## config.mk

```make
export PLATFORM = sky130hd
export DESIGN_NAME = priority_notification_queue_flat
export DESIGN_NICKNAME = d
export VERILOG_FILES = /design/src/hw/rtl/pnq_pkg.sv /design/src/hw/rtl/pnq_req_if.sv /design/src/hw/rtl/pnq_rsp_if.sv /design/src/hw/rtl/priority_notification_queue.sv /design/src/hw/rtl/pnq_cell.sv /design/src/flat_wrapper.sv
export SDC_FILE = /design/constraint.sdc
export NUM_CORES = 2
export LEC_CHECK = 0
export BUFFER_PORTS_ARGS = -buffer_cell sky130_fd_sc_hd__buf_2
export CORE_AREA = 2 2 319 321
export CTS_CLUSTER_SIZE = 24
export DETAILED_ROUTE_END_ITERATION = 12
export DIE_AREA = 0 0 321 323
export GPL_TIMING_DRIVEN = 0
export HOLD_SLACK_MARGIN = 0.15
export PLACE_DENSITY = 0.86
export SYNTH_ARGS = -nofsm -noshare
export SYNTH_HDL_FRONTEND = slang
export SYNTH_HIERARCHICAL = 1
export SYNTH_SLANG_ARGS = --single-unit
```

## constraint.sdc

```tcl
create_clock -name clk -period 9.8 [get_ports clk]
set_input_delay 0 -clock clk [delete_from_list [all_inputs] [get_ports clk]]
set_output_delay 0 -clock clk [all_outputs]
set_load 0.02 [all_outputs]
```

## src/hw/rtl/pnq_pkg.sv

```systemverilog
// Shared types and constants of the priority notification queue.
package pnq_pkg;

    localparam int DEFAULT_QUEUE_DEPTH = 16;
    localparam int FILL_W              = 5;

    typedef enum logic [1:0] {
        REQ_PUSH = 2'd0,
        REQ_POP  = 2'd1,
        REQ_PEEK = 2'd2
    } req_code_t;

    typedef struct packed {
        logic [7:0]  task_id;
        logic [31:0] message;
        logic [1:0]  kind;
        logic [7:0]  prio;
    } entry_t;

    // Broadcast to every cell on an accepted item that changes the queue.
    typedef struct packed {
        logic push;
        logic pop;
    } cell_ctrl_t;

endpackage

```

## src/hw/rtl/pnq_req_if.sv

```systemverilog
// Request channel of the priority notification queue.
interface pnq_req_if;
    logic        valid;
    logic        ready;
    logic [1:0]  req_type;
    logic [7:0]  task_index;
    logic [31:0] message_word;
    logic [1:0]  note_kind;
    logic [7:0]  prio_level;

    modport source (
        output valid, req_type, task_index, message_word, note_kind, prio_level,
        input  ready
    );
    modport sink (
        input  valid, req_type, task_index, message_word, note_kind, prio_level,
        output ready
    );
endinterface

```

## src/hw/rtl/pnq_rsp_if.sv

```systemverilog
// Response channel of the priority notification queue.
interface pnq_rsp_if;
    logic        valid;
    logic        ready;
    logic        accepted;
    logic [7:0]  head_task;
    logic [31:0] head_message;
    logic [1:0]  head_kind;
    logic [7:0]  head_prio;
    logic [4:0]  fill_count;

    modport source (
        output valid, accepted, head_task, head_message, head_kind, head_prio, fill_count,
        input  ready
    );
    modport sink (
        input  valid, accepted, head_task, head_message, head_kind, head_prio, fill_count,
        output ready
    );
endinterface

```

## src/hw/rtl/priority_notification_queue.sv

```systemverilog
// Top level of the priority notification queue: cell chain, count and response register.
//
//   channel | modport | moves
//   --------+---------+-------------------------------------------
//   req     | sink    | push / pop / peek request item
//   rsp     | source  | one response item per request
//
// The cell chain handles each request; the response sits in an
// output register, so a new item is taken every cycle while rsp is drained.
// The whole chain compares against the new priority in parallel.
// Reset clears the entry count and the response valid; entries need no clearing.
// A stalled response holds, and req.ready drops only while it is stalled.
module priority_notification_queue #(
    parameter int QUEUE_DEPTH = pnq_pkg::DEFAULT_QUEUE_DEPTH
) (
    input  logic    clk,
    input  logic    rst_n,
    pnq_req_if.sink req,
    pnq_rsp_if.source rsp
);

    localparam int CNT_W = $clog2(QUEUE_DEPTH + 1);

    logic [CNT_W-1:0]    count_reg;
    logic [CNT_W-1:0]    count_next;
    logic                out_valid_reg;
    logic                ok_next;
    pnq_pkg::entry_t     head_next;
    logic                ok_reg;
    pnq_pkg::entry_t     head_reg;
    logic [pnq_pkg::FILL_W-1:0] fill_reg;

    logic                take;
    logic                full;
    logic                empty;
    pnq_pkg::entry_t     new_entry;
    pnq_pkg::cell_ctrl_t ctrl;

    pnq_pkg::entry_t     cell_entry [QUEUE_DEPTH];
    logic                cell_cond  [QUEUE_DEPTH];

    assign req.ready = !out_valid_reg || rsp.ready;
    assign take      = req.valid && req.ready;
    assign full      = (count_reg == CNT_W'(QUEUE_DEPTH));
    assign empty     = (count_reg == '0);

    assign new_entry.task_id = req.task_index;
    assign new_entry.message = req.message_word;
    assign new_entry.kind    = req.note_kind;
    assign new_entry.prio    = req.prio_level;

    assign ctrl.push = take && (req.req_type == pnq_pkg::REQ_PUSH) && !full;
    assign ctrl.pop  = take && (req.req_type == pnq_pkg::REQ_POP) && !empty;

    for (genvar i = 0; i < QUEUE_DEPTH; i++)
    begin : g_cell
        pnq_pkg::entry_t left_entry;
        pnq_pkg::entry_t right_entry;
        logic            left_cond;
        logic            occupied;

        assign occupied = (CNT_W'(i) < count_reg);

        if (i == 0)
        begin : g_first
            assign left_entry = new_entry;
            assign left_cond  = 1'b0;
        end
        else
        begin : g_mid
            assign left_entry = cell_entry[i-1];
            assign left_cond  = cell_cond[i-1];
        end

        if (i == QUEUE_DEPTH - 1)
        begin : g_last
            assign right_entry = cell_entry[i];
        end
        else
        begin : g_inner
            assign right_entry = cell_entry[i+1];
        end

        pnq_cell u_cell (
            .clk         (clk),
            .ctrl        (ctrl),
            .new_entry   (new_entry),
            .left_entry  (left_entry),
            .right_entry (right_entry),
            .occupied    (occupied),
            .left_cond   (left_cond),
            .entry       (cell_entry[i]),
            .cond        (cell_cond[i])
        );
    end

    always_comb
    begin
        count_next = count_reg;
        ok_next    = 1'b0;
        head_next  = '0;
        case (req.req_type)
            pnq_pkg::REQ_PUSH:
            begin
                if (!full)
                begin
                    ok_next    = 1'b1;
                    count_next = count_reg + CNT_W'(1);
                end
            end
            pnq_pkg::REQ_POP:
            begin
                if (!empty)
                begin
                    ok_next    = 1'b1;
                    head_next  = cell_entry[0];
                    count_next = count_reg - CNT_W'(1);
                end
            end
            pnq_pkg::REQ_PEEK:
            begin
                if (!empty)
                begin
                    ok_next   = 1'b1;
                    head_next = cell_entry[0];
                end
            end
            default:
            begin
                ok_next = 1'b0;
            end
        endcase
    end

    always_ff @(posedge clk or negedge rst_n)
    begin
        if (!rst_n)
        begin
            count_reg     <= '0;
            out_valid_reg <= 1'b0;
        end
        else
        begin
            if (take)
            begin
                count_reg     <= count_next;
                out_valid_reg <= 1'b1;
            end
            else if (rsp.ready)
            begin
                out_valid_reg <= 1'b0;
            end
        end
    end

    // Response payload: load on every accepted item, hold otherwise.
    always_ff @(posedge clk)
    begin
        if (take)
        begin
            ok_reg   <= ok_next;
            head_reg <= head_next;
            fill_reg <= pnq_pkg::FILL_W'(count_next);
        end
    end

    assign rsp.valid        = out_valid_reg;
    assign rsp.accepted     = ok_reg;
    assign rsp.head_task    = head_reg.task_id;
    assign rsp.head_message = head_reg.message;
    assign rsp.head_kind    = head_reg.kind;
    assign rsp.head_prio    = head_reg.prio;
    assign rsp.fill_count   = fill_reg;

endmodule

```

## src/hw/rtl/pnq_cell.sv

```systemverilog
// One slot of the sorted chain: holds an entry and trades it with its neighbors.
module pnq_cell (
    input  logic               clk,
    input  pnq_pkg::cell_ctrl_t ctrl,
    input  pnq_pkg::entry_t    new_entry,
    input  pnq_pkg::entry_t    left_entry,
    input  pnq_pkg::entry_t    right_entry,
    input  logic               occupied,
    input  logic               left_cond,
    output pnq_pkg::entry_t    entry,
    output logic               cond
);

    pnq_pkg::entry_t entry_reg;
    pnq_pkg::entry_t entry_next;

    // True where the new entry belongs at or ahead of this slot.
    assign cond  = !occupied || (entry_reg.prio <= new_entry.prio);
    assign entry = entry_reg;

    always_comb
    begin
        entry_next = entry_reg;
        if (ctrl.push)
        begin
            if (cond && left_cond)
            begin
                entry_next = left_entry;
            end
            else if (cond)
            begin
                entry_next = new_entry;
            end
        end
        else if (ctrl.pop)
        begin
            entry_next = right_entry;
        end
    end

    always_ff @(posedge clk)
    begin
        entry_reg <= entry_next;
    end

endmodule
```

## src/flat_wrapper.sv

```systemverilog
// flat-port wrapper written by rule: the top's interface ports become plain ports
module priority_notification_queue_flat 
#(
    parameter int QUEUE_DEPTH = pnq_pkg::DEFAULT_QUEUE_DEPTH
)
  (clk, rst_n, req_valid, req_req_type, req_task_index, req_message_word, req_note_kind, req_prio_level, req_ready, rsp_valid, rsp_accepted, rsp_head_task, rsp_head_message, rsp_head_kind, rsp_head_prio, rsp_fill_count, rsp_ready);
  pnq_req_if req_i ();
  pnq_rsp_if rsp_i ();
  input  logic clk;
  input  logic rst_n;
  input wire logic [$bits(req_i.valid)-1:0] req_valid;
  input wire logic [$bits(req_i.req_type)-1:0] req_req_type;
  input wire logic [$bits(req_i.task_index)-1:0] req_task_index;
  input wire logic [$bits(req_i.message_word)-1:0] req_message_word;
  input wire logic [$bits(req_i.note_kind)-1:0] req_note_kind;
  input wire logic [$bits(req_i.prio_level)-1:0] req_prio_level;
  output wire logic [$bits(req_i.ready)-1:0] req_ready;
  output wire logic [$bits(rsp_i.valid)-1:0] rsp_valid;
  output wire logic [$bits(rsp_i.accepted)-1:0] rsp_accepted;
  output wire logic [$bits(rsp_i.head_task)-1:0] rsp_head_task;
  output wire logic [$bits(rsp_i.head_message)-1:0] rsp_head_message;
  output wire logic [$bits(rsp_i.head_kind)-1:0] rsp_head_kind;
  output wire logic [$bits(rsp_i.head_prio)-1:0] rsp_head_prio;
  output wire logic [$bits(rsp_i.fill_count)-1:0] rsp_fill_count;
  input wire logic [$bits(rsp_i.ready)-1:0] rsp_ready;
  assign req_i.valid = req_valid;
  assign req_i.req_type = req_req_type;
  assign req_i.task_index = req_task_index;
  assign req_i.message_word = req_message_word;
  assign req_i.note_kind = req_note_kind;
  assign req_i.prio_level = req_prio_level;
  assign req_ready = req_i.ready;
  assign rsp_valid = rsp_i.valid;
  assign rsp_accepted = rsp_i.accepted;
  assign rsp_head_task = rsp_i.head_task;
  assign rsp_head_message = rsp_i.head_message;
  assign rsp_head_kind = rsp_i.head_kind;
  assign rsp_head_prio = rsp_i.head_prio;
  assign rsp_fill_count = rsp_i.fill_count;
  assign rsp_i.ready = rsp_ready;
  priority_notification_queue #(.QUEUE_DEPTH(QUEUE_DEPTH)) u_core (.clk(clk), .rst_n(rst_n), .req(req_i), .rsp(rsp_i));
endmodule
```

-- Yosys cells after proc, flatten, opt, wreduce, memory -nomap -nowiden
Cells that the tools add are included.
Widths: inputs -> output; s select.
- register bits: 862
- logic and storage cells: 273
- input bits: 56
- output and inout bits: 58
- bitwise operators: 1
- eq/ne operators: 18
- add/sub/neg operators: 2
- multiplexer cells: 69
- magnitude comparators: 32
- reductions and logical operators: 79
- operator list (kind ; count):
    $mux 50 ; 61
    $le 8x8->1 ; 16
    $ne 3x3->1 const B ; 14
    $lt 4x5->1 const A ; 8
    $reduce_and 2->1 ; 16
    $logic_and 1x1->1 ; 20
    $lt 3x5->1 const A ; 4
    $logic_not 1->1 ; 19
    $logic_or 1x1->1 ; 17
    $lt 1x5->1 const A ; 2
    $lt 2x5->1 const A ; 2
    $mux 5 ; 2
    $pmux 5 s2 ; 1
    $reduce_bool 2->1 ; 3
    $add 5x1->5 const B ; 1
    $eq 5x5->1 const B ; 1
    $logic_not 5->1 ; 1
    $sub 5x1->5 const B ; 1
    $mux 1 ; 4
    $reduce_or 2->1 ; 2
    $eq 2x1->1 const B ; 1
    $eq 2x2->1 const B ; 1
    $logic_not 2->1 ; 1
    $ne 2x2->1 const B ; 1
    other kinds (2) ; 2

-- Depth between registers and ports, before layout
- depth in word-level cells: 7
- depth in mapped cells: 12
- mapped depth without buffers: 10

-- Hierarchy
The synthesis kept the hierarchy.
- modules (own cells, without submodules) (module ; seq. area each (um^2) ; area each (um^2) ; cells an instance ; instances):
    pnq_cell at u_core.g_cell[0].u_cell ... ; 1501.4 ; 3574.7 ; 320 ; 8
    pnq_cell at u_core.g_cell[2].u_cell ... ; 1501.4 ; 3510.9 ; 320 ; 8
    priority_notification_queue ; 1831.8 ; 2889.0 ; 238 ; 1

-- Least setup slack after synthesis
OpenSTA, ideal clock, no wires.
- path kind: reg-to-reg
- start: register u_core.count_reg[0]
- end: register u_core.g_cell[0].u_cell.entry_reg (netlist bit u_core/g_cell[0].u_cell/entry[0]), enable pin
- arrival: 2.814 ns
- setup time: 0.386 ns
- slack: 6.600 ns
- period minus slack after synthesis: 3.200 ns
- cell stages (with the launch flop): 9
- data required time: 9.414 ns
- buffers on the path: 2
- path through: dfrtp_1 > clkbuf_1 > inv_1 > ha_1 > nor3b_1 > a21o_1 > nor2_1 > clkbuf_1 > mux2_2
- RTL lines (element ; RTL line ; source):
    start: declaration ; priority_notification_queue.sv:24 ; logic [CNT_W-1:0] count_reg;
    start signal: assignment ; priority_notification_queue.sv:146 ; count_reg <= count_next;
    end signal: assignment ; pnq_cell.sv:43 ; entry_reg <= entry_next;
    end: declaration ; pnq_cell.sv:14 ; pnq_pkg::entry_t entry_reg;

==> run_results.csv <==
group,metric,value,unit
sta,setup_tns,0,ns
worst_setup_path,reg2reg_depth,8,
worst_setup_path,cpMostUsedCell,"clkbuf_1",
synth,synthCells,5358,
synth,yosys-top-cells-count,"edfxtp_1, a21oi_1, nor2_1",
synth,ys_seq_elements,862,
worst_setup_path,critPathMaxStageDelay,1.11,ns
worst_hold_path,worstHoldPathType,"in -> async",
worst_setup_path,startpoint_type,"flop",
finish,final_area,65500,µm²
synth,yosys.area.top_type,"edfxtp_1",
drt,vias,48800,
worst_setup_path,crit_chain,"clkbuf_1 -> inv_1 -> ha_1 -> nor3b_1 -> a21o_1 -> nor2_2 -> clkbuf_1 -> mux2_2",
finish,diodes,0,
power,p_seq_frac,0.378,
synth,synth_cell_types,50,
clock_network,clk_latency,0.69,ns
placement,place_hpwl,127000,µm
clock_network,cts_buffers,97,
synth,synth-main-ff-cell,"edfxtp_1",
power,powerDensity,199,nW/µm²
run,maxCapViolations,0,
synth,synth_edf_count,856,
synth,synth_top_area_share,0.431,
finish,largest_reg_flops,800,
floorplan,die-area,104000,µm²
placement,place_area,61800,µm²
finish,finalNonFillerCells,7023,
global_route,use_met1,0.390,
global_route,antenna_found_initial,0,
placement,place_congestion,0.931,
floorplan,die_y,323,µm
global_route,use_met2,0.527,
sta,tightestPinTransition,1.31,ns
synth,syn_area,59600,µm²
global_route,grt_pass1_vias,46400,
floorplan,fp.coreArea,101000,µm²
finish,drive_gt1_frac,0.236,
drt,routed_via_density,6.95,
sta,max_freq,0.221,GHz
worst_setup_path,end_kind,"flop",
floorplan,row_count,117,
power,netSwitchingFraction,0.373,
global_route,grt_overflow_total,0,
drt,post_drt_wl_per_cell,23.3,µm
drt,drcViolationCount,0,
synth,ys_top_cells_by_area,"edfxtp_1, a41oi_2, o31ai_1",
synth,yosysWarnings,6,
placement,dpl.cell_count,6784,
floorplan,start_util,0.591,
clock_network,root_buffer,"clkbuf_16",
power,p_int,0.00818,W
run_status,outcome,"complete, no violations",
global_route,grt_start_max_net_pins,51,
clock_network,cts_setup_buffers,0,
floorplan,pin_count,114,
power,power.switching,0.00486,W
finish,final_nets,5825,
drt,wl,164000,µm
global_route,grt_busiest_layer,"met2",
sta,finalHoldViolations,0,
power,finalPower,0.0130,W
placement,port_buffers,113,
power,pwr-share-comb,0.347,
worst_setup_path,reg2reg_from,"u_core/count_reg[0]",
synth,avgSynthCellArea,11.1,µm²
global_route,met3_usage,0.0312,
worst_setup_path,required,10.09,ns
sta,rsz0062_at_grt,"no",
clock_network,cts.sinks,862,
sta,skew,0.0236,ns
power,ir_drop,0.153,mV
worst_setup_path,path_class,"reg -> reg",
clock_network,cts_max_level,3,
clock_network,clk_pin_slew,0.06,ns
floorplan,die_x,321,µm
clock_network,clk_path_buf_depth,3,
clock_network,tritoncts,"built",
synth,ys_seq_area_frac,0.434,
synth,synth.most_common_cell,"edfxtp_1",
drt,final_antenna_net_count,0,
worst_setup_path,rrSetupSlack,5.27,ns
power,clock_power_share,0.275,
sta,slew_headroom,0.120,
global_route,grt_util_all_layers,0.308,
worst_setup_path,r2r_end,"u_core/g_cell[2].u_cell/entry[20]",
sta,setup_viol,0,
drt,dr.pass1.iters,8,
worst_setup_path,crit_slowest_cell,"mux2_2",
worst_setup_path,path_max_fanout,50,
worst_setup_path,cp.arrival,4.82,ns
sta,drv_slew,0,
global_route,grt_pass1_wl,256000,µm
power,power_leakage,22.3,nW
finish,area_growth_syn_to_layout,9.92,%
synth,async_flop_share,0.00696,
sta,fin_crit,4.53,ns
drt,drt_iter0_markers,5808,
sta,fin_crit_sh,0.463,
==> power groups by stage <==
stage | Sequential, W | Clock, W | Combinational, W
global placement | 0.00498 | 0 | 0.00419
detailed placement | 0.00499 | 0 | 0.00438
floorplan | 0.00490 | 0 | 0.00334
CTS | 0.00492 | 0.00361 | 0.00443
finish | 0.00493 | 0.00359 | 0.00452
global route | 0.00497 | 0.00374 | 0.00487
==> area by class of cell <==
type | instances | area [µm²]
timing repair buffer | 174 | 1190
clock inverter | 52 | 503
sequential | 862 | 25900
inverter | 174 | 653
clock buffer | 127 | 2560
multi-input combinational | 3634 | 28900
tap | 1309 | 1640
buffer | 691 | 4140
fill | 7427 | 35200
==> logic make-up after synthesis <==
group	after synthesis	synth area share
AOI/OAI and AO/OA	2555	0.382
muxes	17	0.00319
buffers and inverters	865	0.0804
DFF	862	0.434
other	1	0.0000629
adders and majority gates	135	0.0284
and+or+nand+nor	923	0.0724
==> how the worst max path moves through the flow <==
stage                                    from                            endpoint  slack, ns  depth (start not counted)
after floorplan           u_core/count_reg[0]    u_core/g_cell[0].u_cell/entry[0]       6.60                          8
after global placement    u_core/count_reg[0]  u_core/g_cell[15].u_cell/entry[21]       5.04                          8
after detailed placement  u_core/count_reg[0]  u_core/g_cell[15].u_cell/entry[19]       5.37                          8
after CTS                 u_core/count_reg[0]  u_core/g_cell[15].u_cell/entry[23]       5.35                          8
after global routing      u_core/count_reg[0]  u_core/g_cell[15].u_cell/entry[23]       5.03                          8
final                     u_core/count_reg[0]   u_core/g_cell[2].u_cell/entry[20]       5.27                          8
==> layout by cell type (no fill, tap or decap), types with 60 or more instances in the layout <==
master         instances
a41o_1               112
clkbuf_16             98
a41oi_1              208
ha_1                 135
edfxtp_1             856
buf_4                120
buf_2                298
buf_6                 79
clkbuf_1             312
and3_1                69
a31oi_1              115
a41oi_2              480
o22a_1               112
o31ai_1              610
nor2_1               711
a21oi_1              743
inv_1                156
dlygate4sd3_1         60
o31ai_2               80
==> critical path: cells and delay by family, from the launching register on <==
family / cells / cell delay (ns)
buf+inv: 3 / 1.09
compound gates: 1 / 0.24
fa+ha+maj: 1 / 0.27
simple gates: 2 / 0.96
flops: 1 / 0.41
mux: 1 / 1.11
==> layer usage <==
metal  share of wire  wire length [µm]
met1            0.38             63000
met4           0.053              8720
met2            0.48             78800
met3           0.081             13300
met5               0                 0
==> metrics by stage <==
| stage | hold slack [ns] | setup slack (ns) | util |
|---|---|---|---|
| finish | 0.270 | 5.27 | 0.650 |
| global route | 0.291 | 5.03 | 0.650 |
| CTS | 0.244 | 5.35 | 0.650 |
| detailed placement | -0.155 | 5.37 | 0.614 |
| global placement | -0.158 | 5.04 | 0.613 |
| floorplan | -0.296 | 6.60 | - |
==> timing repair <==
item / CTS / global route
hold buffers: 60 / 0
resized for setup: 0 / 0
hold endpoints to repair: 821 / 0
Note: power is estimated with default switching activity, not from simulation.
